[config.mk]
export PLATFORM = sky130hd
export DESIGN_NAME = aapr_stage
export DESIGN_NICKNAME = d
export VERILOG_FILES = /design/src/sv/aapr_pkg.sv /design/src/sv/aapr_stage.sv
export SDC_FILE = /design/constraint.sdc
export NUM_CORES = 1
export LEC_CHECK = 0
export BUFFER_PORTS_ARGS = -buffer_cell sky130_fd_sc_hd__buf_2
export CELL_PAD_IN_SITES_DETAIL_PLACEMENT = 2
export CELL_PAD_IN_SITES_GLOBAL_PLACEMENT = 2
export CORE_AREA = 2 2 421 423
export DETAILED_ROUTE_END_ITERATION = 16
export DIE_AREA = 0 0 423 425
export HOLD_SLACK_MARGIN = 0.08
export PLACE_DENSITY = 0.49
export SETUP_SLACK_MARGIN = 0.05
export SYNTH_ARGS = -nofsm -noshare
export SYNTH_HDL_FRONTEND = slang
export SYNTH_SLANG_ARGS = --single-unit
[constraint.sdc]
create_clock -name clk -period 5.16 [get_ports clk]
set_input_delay 0.774 -clock clk [delete_from_list [all_inputs] [get_ports clk]]
set_output_delay 0.774 -clock clk [all_outputs]
set_load 0.01 [all_outputs]
[src/sv/aapr_pkg.sv]
// Shared types, constants and the CORDIC angle table for the axis-angle rotation core.
// No dependencies; every other file imports this package.
package aapr_pkg;

  // Default build values handed to the top level
  localparam int ANGLE_BITS_DEF    = 16;
  localparam int CORDIC_STAGES_DEF = 16;

  // Square root runs one result bit per stage, the divide one quotient bit per stage
  localparam int SQ_STEPS    = 32;
  localparam int DV_STEPS    = 31;
  localparam int FRONT_STEPS = SQ_STEPS + DV_STEPS;

  localparam logic signed [33:0] CORDIC_GAIN_Q30 = 34'sd652032874;
  localparam logic signed [34:0] Q30_ONE         = 35'sd1073741824;

  typedef struct packed {
    logic signed [31:0] point_x;
    logic signed [31:0] point_y;
    logic signed [31:0] point_z;
    logic signed [15:0] axis_x;
    logic signed [15:0] axis_y;
    logic signed [15:0] axis_z;
    logic        [15:0] angle_turn;
  } in_req_t;

  typedef struct packed {
    logic signed [31:0] rot_x;
    logic signed [31:0] rot_y;
    logic signed [31:0] rot_z;
    logic               axis_zero;
    logic               saturated;
  } out_req_t;

  // State carried by one request through the normalize / CORDIC pipeline
  typedef struct packed {
    logic signed [2:0][31:0] pt;
    logic        [2:0]       sgn;
    logic        [2:0][15:0] mag;
    logic                    zero;
    logic                    flip;
    logic signed [33:0]      cx;
    logic signed [33:0]      cy;
    logic signed [33:0]      cz;
    logic        [31:0]      d2;
    logic        [34:0]      sq_rem;
    logic        [31:0]      sq_root;
    logic        [2:0][32:0] dv_rem;
    logic        [2:0][30:0] dv_q;
  } lane_t;

  // atan(2^-i) in units of 2^-32 turn
  function automatic logic signed [33:0] atan_turn(input int idx);
    logic signed [33:0] val;
    case (idx)
      0:  val = 34'sd536870912;
      1:  val = 34'sd316933406;
      2:  val = 34'sd167458907;
      3:  val = 34'sd85004756;
      4:  val = 34'sd42667331;
      5:  val = 34'sd21354465;
      6:  val = 34'sd10679838;
      7:  val = 34'sd5340245;
      8:  val = 34'sd2670163;
      9:  val = 34'sd1335087;
      10: val = 34'sd667544;
      11: val = 34'sd333772;
      12: val = 34'sd166886;
      13: val = 34'sd83443;
      14: val = 34'sd41722;
      15: val = 34'sd20861;
      16: val = 34'sd10430;
      17: val = 34'sd5215;
      18: val = 34'sd2608;
      19: val = 34'sd1304;
      20: val = 34'sd652;
      21: val = 34'sd326;
      22: val = 34'sd163;
      23: val = 34'sd81;
      default: val = 34'sd0;
    endcase
    return val;
  endfunction

endpackage

[src/sv/aapr_stage.sv]
// One stage of the front pipeline: square root bit, CORDIC micro-rotation, divide bit.
// Depends on aapr_pkg.
module aapr_stage import aapr_pkg::*; #(
  parameter int IDX           = 0,
  parameter int CORDIC_STAGES = CORDIC_STAGES_DEF
) (
  input  logic  clk,
  input  logic  rst_n,
  input  logic  en,
  input  logic  vld_i,
  input  lane_t lane_i,
  output logic  vld_o,
  output lane_t lane_o
);

  lane_t lane_nxt;
  lane_t lane_r;
  logic  vld_r;
  logic [1:0] pair;

  // Radicand pairs come from d2; the low half of d2<<32 is zero
  generate
    if (IDX < SQ_STEPS / 2) begin : g_pair
      assign pair = lane_i.d2[31 - 2 * IDX -: 2];
    end else begin : g_nopair
      assign pair = 2'b00;
    end
  endgenerate

  // Compute this stage's step
  always_comb begin
    logic [34:0]        rem_sh;
    logic [34:0]        trial;
    logic signed [33:0] xs;
    logic signed [33:0] ys;
    logic [32:0]        rem_in;
    logic [32:0]        rem_sh2;
    logic [30:0]        q_in;
    lane_nxt = lane_i;
    rem_sh   = '0;
    trial    = '0;
    xs       = '0;
    ys       = '0;
    rem_in   = '0;
    rem_sh2  = '0;
    q_in     = '0;
    if (IDX < SQ_STEPS) begin
      rem_sh = {lane_i.sq_rem[32:0], pair};
      trial  = {1'b0, lane_i.sq_root, 2'b01};
      if (rem_sh >= trial) begin
        lane_nxt.sq_rem  = rem_sh - trial;
        lane_nxt.sq_root = {lane_i.sq_root[30:0], 1'b1};
      end else begin
        lane_nxt.sq_rem  = rem_sh;
        lane_nxt.sq_root = {lane_i.sq_root[30:0], 1'b0};
      end
    end
    if (IDX < CORDIC_STAGES) begin
      xs = lane_i.cx >>> IDX;
      ys = lane_i.cy >>> IDX;
      if (!lane_i.cz[33]) begin
        lane_nxt.cx = lane_i.cx - ys;
        lane_nxt.cy = lane_i.cy + xs;
        lane_nxt.cz = lane_i.cz - atan_turn(IDX);
      end else begin
        lane_nxt.cx = lane_i.cx + ys;
        lane_nxt.cy = lane_i.cy - xs;
        lane_nxt.cz = lane_i.cz + atan_turn(IDX);
      end
    end
    if (IDX >= SQ_STEPS) begin
      for (int k = 0; k < 3; k++) begin
        rem_in = (IDX == SQ_STEPS) ? {2'b00, lane_i.mag[k], 15'd0} : lane_i.dv_rem[k];
        q_in   = (IDX == SQ_STEPS) ? '0 : lane_i.dv_q[k];
        rem_sh2 = {rem_in[31:0], 1'b0};
        if (rem_sh2 >= {1'b0, lane_i.sq_root}) begin
          lane_nxt.dv_rem[k] = rem_sh2 - {1'b0, lane_i.sq_root};
          lane_nxt.dv_q[k]   = {q_in[29:0], 1'b1};
        end else begin
          lane_nxt.dv_rem[k] = rem_sh2;
          lane_nxt.dv_q[k]   = {q_in[29:0], 1'b0};
        end
      end
    end
  end

  // Advance valid under enable
  always_ff @(posedge clk) begin
    if (!rst_n) begin
      vld_r <= 1'b0;
    end else if (en) begin
      vld_r <= vld_i;
    end
  end

  // Advance payload under enable
  always_ff @(posedge clk) begin
    if (en) begin
      lane_r <= lane_nxt;
    end
  end

  assign vld_o  = vld_r;
  assign lane_o = lane_r;

endmodule

=== After elaboration in Yosys (flattened, before gate mapping) ===
Index checks and enable logic that the tools add are counted.

* Add/subtract/negate cells: 6
* Order comparisons: 1
* Multiplexer cells: 2

{| class="wikitable"
|+ Operators with widths
! kind !! number
|-
| $mux W102 || 1
|-
| $sub A34 B34 Y34 || 2
|-
| $mux W67 || 1
|-
| $ge A35 B34 Y1 || 1
|-
| $sub A35 B34 Y35 || 1
|-
| $add A34 B31 Y34 const B || 1
|-
| $add A34 B34 Y34 || 1
|-
| $sub A34 B31 Y34 const B || 1
|}

* Register bits after elaboration: 543
* Output and inout bits: 543
* Word-level logic and storage cells: 31

=== Longest topological paths before layout ===
Gate-level depths: netlist of run 1.

* Depth after elaboration: 2
* Depth in mapped cells: 14
* Mapped depth without buffers: 12

=== Worst setup path before layout of run 1 ===
OpenSTA, ideal clock, no wires.

* Path type: input -> register
* Start point: in lane_i[333] in the netlist's numbering
* End point: reg lane_r (netlist bit lane_o[358]), data pin
* Library setup time: 0.266 ns
* Arrival time: 3.131 ns
* Setup slack: 1.764 ns
* Stages on the path: 12
* Path buffers: 1
* Cell sequence: inv_1 ha_1 buf_1 a21oi_1 a211oi_1 a22oi_1 nand2_1 o41ai_1 o31ai_1 a2111oi_0 a21oi_1 xor2_1

{| class="wikitable"
|+ RTL lines
! what !! line !! source
|-
| from (decl) || aapr_stage.sv:11 || <nowiki>input lane_t lane_i,</nowiki>
|-
| to (signal assigned) || aapr_stage.sv:99 || <nowiki>lane_r <= lane_nxt;</nowiki>
|-
| to (decl) || aapr_stage.sv:17 || <nowiki>lane_t lane_r;</nowiki>
|}

==> results of run 1 <==
-- worst max-delay path: stages --
cell      delay [ns]
buf_2           0.11
inv_1           0.04
ha_1            0.60
nand4_1         0.22
nor4_1          0.64
buf_4           0.23
o21ai_0         0.22
o211ai_1        0.36
nand2_1         0.19
o21a_1          0.27
o21ai_0         0.19
o311ai_0        0.17
buf_4           0.18
xnor2_1         0.11
-- metal layers --
metal	part of all wire, %	vias to the layer above
met1	41	10521
met2	48	907
met5	0.14	-
met3	7.2	261
met4	3.2	40
li1	-	9029
-- where the power goes --
group          total, mW  internal, mW  switching, mW
Sequential          5.52          5.36          0.159
Combinational       2.46         0.857           1.60
Clock               5.27          3.02           2.25
Total               13.3          9.23           4.02
-- cell families (layout without fill, tap and decap cells) --
| family | Yosys count | count (layout) | synth area share (%) |
|---|---|---|---|
| flops | 542 | 542 | 66.8 |
| compound gates | 468 | 468 | 12.1 |
| simple gates | 320 | 320 | 6.18 |
| buf+inv | 206 | 1423 | 3.33 |
| fa+ha+maj | 140 | 140 | 7.32 |
| xor+xnor | 94 | 94 | 3.38 |
| mux | 20 | 20 | 0.853 |
| other cells | 0 | 28 | 0 |
-- how the worst max path moves through the flow --
stage | startpoint | end | slack [ns] | depth (start not counted)
floorplan | lane_i[333] | lane_o[358] | 1.76 | 12
global placement | lane_i[335] | lane_o[357] | 0.50 | 13
detailed placement | lane_i[330] | lane_o[355] | 0.60 | 12
CTS | lane_i[330] | lane_o[355] | 1.36 | 12
global route | lane_i[337] | lane_o[358] | 1.03 | 14
finish | lane_i[341] | lane_o[391] | 1.26 | 14
-- registers in the layout, summed over array words and instances, names as in the netlist --
register / flops
vld_o: 1
lane_o: 541
-- placed cells by master (no fill, tap or decap), types with 37 or more instances in the layout --
cell type	Yosys	final
a21oi_1	160	160
buf_2	4	1084
buf_4	4	51
clkbuf_16	0	76
edfxtp_1	541	541
ha_1	136	136
inv_1	142	142
nand2_1	88	88
nor2_1	90	90
nor3_1	37	37
o21ai_0	116	116
xnor2_1	68	68
-- area by class of cell --
class / count / area (um^2)
multi-input combinational: 1042 / 7270
tap: 2340 / 2930
clock buffer: 90 / 1950
sequential: 542 / 16300
clock inverter: 43 / 447
antenna: 28 / 70.1
timing repair buffer: 1141 / 5920
inverter: 149 / 559
fill: 19779 / 140000
-- stage by stage --
stage / utilization, % / area (um^2) / hold WS [ns] / setup WS, ns
after floorplan: - / 24300 / 0.538 / 1.76
after global placement: 18.8 / 32900 / 0.595 / 0.503
after detailed placement: 18.8 / 32900 / 0.599 / 0.602
after CTS: 20.2 / 35300 / 0.175 / 1.36
after global routing: 20.2 / 35400 / 0.217 / 1.03
final: 20.2 / 35400 / 0.270 / 1.26
==> results_dict.tcl, run 1 <==
set metrics [dict create \
    timing.rr.start "vld_o" \
    grt_use_met3_pct 4.79 \
    fp.coreArea_um2 175000 \
    gr-usage-met2_pct 30.4 \
    tns_ns 0 \
    vias 20758 \
    required_ns 5.58 \
    gr-total-overflow 0 \
    async_reset_ff_share_pct 0 \
    cts_root_buffer "clkbuf_16" \
    ant_nets 0 \
    hold_depth 1 \
    grt_setup_unrepaired "false" \
    nets 3636 \
    drc 0 \
    skew_ns 0 \
    wl_per_cell_um 31.1 \
    cts_tree "done" \
    setup_viol 0 \
    rr_worst_depth 2 \
    synth_edf_count 541 \
    synth_top_area_share_pct 66.8 \
    portBuffers 1086 \
    reg2reg_slack_ns 4.45 \
    postSynthCellCount 1790 \
    dr.pass1.iters 8 \
    dr.first_iter.drc_count 1438 \
    synthFlopType "edfxtp_1" \
    mappedNetlistNets 2476 \
    critPathArrivalTime_ns 4.32 \
    ios 1089 \
    grt_max_degree 86 \
    worstMarginPinSlew_ns 1.16 \
    regToRegEndpoint "vld_o" \
    period_share_pct 75.7 \
    clock_sinks 542 \
    min_period_ns 3.90 \
    vdd_drop_max_v 0.000206 \
    grt_util_met1_pct 21.9 \
    dp.cells 5214 \
    startpoint_type "input pin" \
    wl_um 167000 \
    cts_resized 0 \
    slew_viol_final 0 \
    ys_types 74 \
    power_mw 13.3 \
    synth_seq_area_share_pct 66.8 \
    clk_latency_ns 0.67 \
    crit_type "in2reg" \
    start_util_pct 13.9 \
    path_max_fanout 13 \
    cap_viol_max_count 0 \
    min_path_type "in2reg" \
    place.detailed.hpwl_um 143000 \
    clock_path_buffers 3 \
    yosys.area.top_type "edfxtp_1" \
    min_from "lane_i[35]" \
    clkTransAtPathRegs_ns 0.06 \
    cp-end-kind "flip-flop" \
    grt_pass1_wl_um 213000 \
    p_leak_nw 14.7 \
    synth_area_per_cell_um2 13.6 \
    synth_commonest_cells "edfxtp_1, a21oi_1, inv_1, ha_1, o21ai_0" \
    synth_most_common_cell "edfxtp_1" \
    max_freq_mhz 256 \
    fin_cells 5375 \
    fp-row-count 154 \
    fp.dieArea_um2 180000 \
    place_congestion 0.891 \
    cts_hold_buf 0 \
    syn_area_um2 24300 \
    area_growth_pct 45.5 \
    top_usage_layer "met2" \
    hold_viol_final 0 \
    grt_pass1_vias 21052 \
    slew_headroom_pct 22.2 \
    die-height_um 425 \
    drive_gt1_share_pct 42.1 \
    outcome "completed" \
    die_w_um 423 \
    post_cts_buffers 0 \
    antenna_found_initial 153 \
    ys.warnings.count 0 \
    ys_seq_elements 542 \
    h-tree-depth 3 \
    cts_inserted_buffers 74 \
    min_to "lane_o[35]" \
    yosys-top-cells-area "edfxtp_1, ha_1, a21oi_1" \
    via_per_inst 3.86 \
    power_density_nw_per_um2 374 \
    track_usage_pct 17.9 \
]
Power figures use the tool's default switching activity.
==> inputs of run 2 (changes only) <==
--- a/config.mk
+++ b/config.mk
@@ -5,14 +5,15 @@
 export SDC_FILE = /design/constraint.sdc
 export NUM_CORES = 1
 export LEC_CHECK = 0
+export ABC_AREA = 1
 export BUFFER_PORTS_ARGS = -buffer_cell sky130_fd_sc_hd__buf_2
 export CELL_PAD_IN_SITES_DETAIL_PLACEMENT = 2
 export CELL_PAD_IN_SITES_GLOBAL_PLACEMENT = 2
-export CORE_AREA = 2 2 421 423
+export CORE_AREA = 2 2 418 420
 export DETAILED_ROUTE_END_ITERATION = 16
-export DIE_AREA = 0 0 423 425
+export DIE_AREA = 0 0 420 422
 export HOLD_SLACK_MARGIN = 0.08
-export PLACE_DENSITY = 0.49
+export PLACE_DENSITY = 0.55
 export SETUP_SLACK_MARGIN = 0.05
 export SYNTH_ARGS = -nofsm -noshare
 export SYNTH_HDL_FRONTEND = slang
==> constraint.sdc (replaced) <==
create_clock -name clk -period 3.4 [get_ports clk]
set_input_delay 0.51 -clock clk [delete_from_list [all_inputs] [get_ports clk]]
set_output_delay 0.51 -clock clk [all_outputs]
set_load 0.01 [all_outputs]
==> results_dict.tcl, run 2 <==
set metrics [dict create \
    fillers 19658 \
    fp.coreArea_um2 173000 \
    hold_viol_final 0 \
    tns_ns 0 \
    place.detailed.hpwl_um 148000 \
    ys_seq_elements 542 \
    grt_pass1_vias 27749 \
    dr.pass1.iters 5 \
    vias 25675 \
    startpoint_type "input pin" \
    vdd_drop_max_v 0.000372 \
    cts_inserted_buffers 72 \
    fp-row-count 153 \
    synth_edf_count 541 \
    clock_path_buffers 3 \
    rr_worst_depth 3 \
    drive_gt1_share_pct 31.1 \
    final_common_cell "buf_2" \
    ys_types 45 \
    slew_viol_final 0 \
    dr.first_iter.drc_count 1577 \
    slew_headroom_pct 41.3 \
    largest_reg_flops 541 \
    h-tree-depth 3 \
    pwr-share-seq_pct 39.8 \
    p_leak_nw 18.5 \
    grt_setup_unrepaired "false" \
    yosys-top-cells-area "edfxtp_1, nand2_1, ha_1" \
    mappedNetlistNets 3194 \
    skew_ns 0 \
    hold_depth 3 \
    yosys.area.top_type "edfxtp_1" \
    required_ns 3.93 \
    crit_type "in2reg" \
    period_share_pct 91.0 \
    synth_top_area_share_pct 61.8 \
    clk_latency_ns 0.68 \
    ant_nets 0 \
    power.internal_mw 14.3 \
    ys.warnings.count 0 \
    comb_power_share_pct 21.7 \
    post_cts_buffers 0 \
    swShare_pct 31.7 \
    power.switching_mw 6.66 \
    path_max_fanout 33 \
    grt_max_degree 63 \
    antenna_found_initial 73 \
    wl_per_cell_um 27.2 \
    clock_power_share_pct 38.5 \
    grt_pass1_wl_um 234000 \
    wl_um 177000 \
    min_path_type "in2reg" \
    track_usage_pct 19.3 \
    cts_tree "done" \
    die_w_um 420 \
    cap_viol_max_count 0 \
    setup_viol 0 \
    fp.dieArea_um2 177000 \
    min_period_ns 3.09 \
    cp-end-kind "flip-flop" \
    final_area_um2 41700 \
    syn_area_um2 26300 \
    via_per_inst 3.94 \
    portBuffers 1086 \
    synthFlopType "edfxtp_1" \
    power_density_nw_per_um2 504 \
    critPathArrivalTime_ns 3.62 \
    start_util_pct 15.2 \
    synth_seq_area_share_pct 61.9 \
    clkTransAtPathRegs_ns 0.06 \
    synth_commonest_cells "nand2_1, edfxtp_1, inv_1, nor2_1, nand3_1" \
    mostFrequentLayoutCells "buf_2, nand2_1, edfxtp_1, dlygate4sd3_1, inv_1" \
    async_reset_ff_share_pct 0 \
    synth_area_per_cell_um2 10.5 \
    place_area_um2 34900 \
    ios 1089 \
    postSynthCellCount 2508 \
    cts_root_buffer "clkbuf_16" \
    worstMarginPinSlew_ns 0.880 \
    max_freq_mhz 323 \
    cts_resized 0 \
    synth_most_common_cell "nand2_1" \
    drc 0 \
    nets 4792 \
    cts_hold_buf 425 \
    place_congestion 0.984 \
    gr-total-overflow 0 \
    outcome "completed" \
    die-height_um 422 \
    area_growth_pct 58.6 \
    clock_sinks 542 \
]
-- run 2: changes by cell type after synthesis, sizes merged, moves of 16 or more --
cell    delta
xnor2     -64
nand3    +169
nor2     +111
mux2i     -16
nor3      -17
clkbuf    -29
xor2      +17
inv      +145
o21bai    -18
nand2    +560
buf       +22
nor2b     -17
-- run 2: power by group through the flow --
| stage | logic [mW] | registers [mW] | clock network (mW) |
|---|---|---|---|
| after floorplan | 1.39 | 8.72 | 0 |
| after global routing | 4.93 | 8.42 | 8.57 |
| after global placement | 4.08 | 8.48 | 0 |
| after detailed placement | 4.13 | 8.49 | 0 |
| final | 4.56 | 8.36 | 8.09 |
| after CTS | 4.61 | 8.37 | 8.31 |
-- run 2: final cells by class --
cell class                 instances  area (um^2)  share of cell area, %
sequential                       542        16300                   39.0
antenna                           26         65.1                  0.156
clock inverter                    50          622                   1.49
timing repair buffer            1574        10300                   24.6
clock buffer                      82         1840                   4.41
tap                             2325         2910                   6.98
inverter                         290         1090                   2.62
multi-input combinational       1626         8620                   20.7
-- run 2: worst paths after layout --
path	from	end	slack (ns)
worst max-delay path	lane_i[207]	lane_o[257]	0.31
worst min-delay path	lane_i[236]	lane_o[238]	0.14
worst max register to register	vld_o	vld_o	2.19
worst min register to register	vld_o	vld_o	1.11
-- run 2: per-stage QoR --
step	setup slack (ns)	util (%)	power [mW]	hold slack [ns]	std cells
after floorplan	1.17	-	10.1	0.555	2508
after global placement	0.217	20.2	12.6	0.524	5932
after detailed placement	0.207	20.2	12.6	0.559	5932
after CTS	0.412	24.1	21.3	0.0801	6489
after global routing	0.176	24.1	21.9	0.0895	6502
final	0.307	24.1	21.0	0.138	6515
-- run 2: kinds of logic (layout without fill, tap and decap cells) --
| family | after synthesis | in the layout | share of synthesized area [%] |
|---|---|---|---|
| AO/OA/AOI/OAI | 344 | 344 | 7.07 |
| adder cells (fa/ha/maj) | 140 | 140 | 6.78 |
| XOR/XNOR | 47 | 47 | 1.57 |
| flip-flops | 542 | 542 | 61.9 |
| buffers and inverters | 340 | 1996 | 5.29 |
| multiplexers | 1 | 1 | 0.0381 |
| other | 0 | 26 | 0 |
| AND/OR/NAND/NOR | 1094 | 1094 | 17.4 |
-- run 2: routing by layer --
metal	vias up	wire length (um)	GRT usage, %
li1	11763	-	-
met1	12818	71700	23.0
met2	848	89500	34.3
met3	238	10600	4.12
met4	8	5270	5.95
met5	-	43	0
-- run 2: critical path, stage by stage --
cell and delay, ns:
dlygate4sd3_1 0.56, buf_2 0.14, inv_1 0.19, ha_1 0.32, nand2_1 0.15, o21ai_0 0.20, a21oi_1 0.36, nand3_2 0.23
nand3_2 0.16, nand2_8 0.14, inv_4 0.37, nand2_1 0.09, nand2_1 0.16
==> inputs of run 3 (changes only) <==
--- a/config.mk
+++ b/config.mk
@@ -6,14 +6,14 @@
 export NUM_CORES = 1
 export LEC_CHECK = 0
 export ABC_AREA = 1
-export BUFFER_PORTS_ARGS = -buffer_cell sky130_fd_sc_hd__buf_2
 export CELL_PAD_IN_SITES_DETAIL_PLACEMENT = 2
 export CELL_PAD_IN_SITES_GLOBAL_PLACEMENT = 2
-export CORE_AREA = 2 2 418 420
+export CORE_AREA = 2 2 424 426
 export DETAILED_ROUTE_END_ITERATION = 16
-export DIE_AREA = 0 0 420 422
+export DIE_AREA = 0 0 426 428
+export DONT_BUFFER_PORTS = 1
 export HOLD_SLACK_MARGIN = 0.08
-export PLACE_DENSITY = 0.55
+export PLACE_DENSITY = 0.44
 export SETUP_SLACK_MARGIN = 0.05
 export SYNTH_ARGS = -nofsm -noshare
 export SYNTH_HDL_FRONTEND = slang
==> results_dict.tcl, run 3 (same netlist as run 2, synthesis figures left out) <==
set metrics [dict create \
    regToRegEndpoint "vld_o" \
    largest_reg_flops 541 \
    crit_top_cell "nand2_1" \
    startpoint_type "input pin" \
    drc 0 \
    clkTransAtPathRegs_ns 0.05 \
    wl_um 169000 \
    clk_latency_ns 0.70 \
    cp-end-kind "flip-flop" \
    start_util_pct 14.8 \
    ant_nets 0 \
    tns_ns 0 \
    fp-row-count 155 \
    grt_pass1_vias 23117 \
    endpoint "lane_o[357]" \
    gr-total-overflow 0 \
    worstMarginPinSlew_ns 1.05 \
    vias 21938 \
    path_max_fanout 3 \
    power_density_nw_per_um2 552 \
    vdd_drop_max_v 0.000303 \
    clock_sinks 542 \
    nets 3743 \
    h-tree-depth 3 \
    clock_path_buffers 3 \
    place_area_um2 29300 \
    die_w_um 426 \
    min_path_type "in2reg" \
    drive_gt1_share_pct 6.32 \
    die-height_um 428 \
    outcome "completed" \
    startpoint "lane_i[359]" \
    period_share_pct 80.0 \
    reg2reg_slack_ns 1.97 \
    wl_per_cell_um 30.8 \
    cpPeakStageDelay_ns 0.55 \
    track_usage_pct 17.9 \
    skew_ns 0 \
    required_ns 3.82 \
    cp_cell_sequence "dlygate4sd3_1 > ha_1 > fa_1 > o21ai_1 > nand2_1 > nand2_1 > nand2_1 > nand2_1 > nand2_1 > nand2_1 > nand2_1 > nand3_1 > nand2_1" \
    rr_worst_depth 3 \
    dr.first_iter.drc_count 1787 \
    cts_root_buffer "clkbuf_16" \
    hold_viol_final 0 \
    fp.coreArea_um2 178000 \
    cp_top_family "simple AND/OR/NAND/NOR gates" \
    via_per_inst 3.99 \
    min_period_ns 2.72 \
    slew_headroom_pct 29.9 \
    grt_max_degree 491 \
    grt_setup_unrepaired "false" \
    setup_viol 0 \
    slew_viol_final 0 \
    place.detailed.hpwl_um 138000 \
    final_common_cell "nand2_1" \
    critPathArrivalTime_ns 3.14 \
    place_congestion 1.07 \
    ios 1089 \
    crit_type "in2reg" \
    cts_inserted_buffers 72 \
    cap_viol_max_count 0 \
    max_freq_mhz 368 \
    area_growth_pct 39.8 \
    mostFrequentLayoutCells "nand2_1, edfxtp_1, dlygate4sd3_1, inv_1, nor2_1" \
    p_leak_nw 14.4 \
    cts_tree "done" \
    timing.rr.start "vld_o" \
    final_area_um2 36700 \
    portBuffers 0 \
    dr.pass1.iters 5 \
    worst_path_max_delay_cell "dlygate4sd3_1" \
    antenna_found_initial 91 \
    hold_depth 2 \
    crit_cells 13 \
    critPathBufInv 1 \
    grt_pass1_wl_um 219000 \
    fp.dieArea_um2 182000 \
]
-- run 3: cell count changes in the layout (fill, tap and decap cells not counted), sizes merged --
cell and change:
clkinv -12, clkbuf +4, inv +10, diode -2, buf -1098, clkinvlp -2
dlygate4sd3 +49
-- run 3: how the worst min path moves through the flow --
| stage | startpoint | to | slack [ns] |
|---|---|---|---|
| finish | lane_i[324] | lane_o[381] | 0.16 |
| global route | lane_i[324] | lane_o[329] | 0.13 |
| CTS | lane_i[324] | lane_o[348] | 0.08 |
| detailed placement | lane_i[441] | lane_o[441] | 0.61 |
| global placement | lane_i[188] | lane_o[188] | 0.61 |
| floorplan | vld_o | vld_o | 0.56 |
-- run 3: area by class of cell --
cell class              count  area (um^2)
well taps                2355         2950
inverters                 290         1090
flip-flops and latches    542        16300
multi-input cells        1626         8620
clock buffers              86         1870
clock inverters            46          623
diodes                     24         60.1
repair buffers            525         5250
fillers                 20064       141000
-- run 3: repair_timing --
| item | in CTS | in global routing |
|---|---|---|
| gates resized for setup | 0 | 0 |
| hold buffers | 475 | 1 |
| setup buffers | 0 | 0 |
| endpoints found under the hold margin | 564 | 6 |
-- run 3: metal layers --
metal  track usage [%]  vias up  part of all wire [%]
met2              31.0      966                    49
met4              4.47        8                   2.4
met1              21.3    11083                    40
met5                 0        -                 0.031
met3              5.63      228                   8.9
li1                  -     9653                     -
-- run 3: where the power goes --
part / switching, mW / leakage, nW / internal (mW) / total, mW
logic: 1.91 / 7.95 / 1.05 / 2.96
clock network: 3.47 / 1.20 / 4.73 / 8.20
registers: 0.986 / 5.30 / 8.14 / 9.13
-- run 3: through the flow --
| step | worst slack [ns] | std cells | hold WS, ns | power (mW) | utilization, % |
|---|---|---|---|---|---|
| CTS | 0.704 | 5466 | 0.0800 | 20.5 | 20.6 |
| floorplan | 1.17 | 2508 | 0.555 | 10.1 | - |
| detailed placement | 0.291 | 4859 | 0.609 | 11.5 | 16.5 |
| global route | 0.507 | 5476 | 0.130 | 21.1 | 20.7 |
| finish | 0.682 | 5494 | 0.160 | 20.3 | 20.7 |
| global placement | 0.350 | 4859 | 0.609 | 11.5 | 16.5 |
-- run 3: worst register-to-register path: cells and delay by family, from the launching register on --
family	cells	cell delay (ns)
buf+inv	1	0.56
flops	1	0.51
compound gates	2	0.31
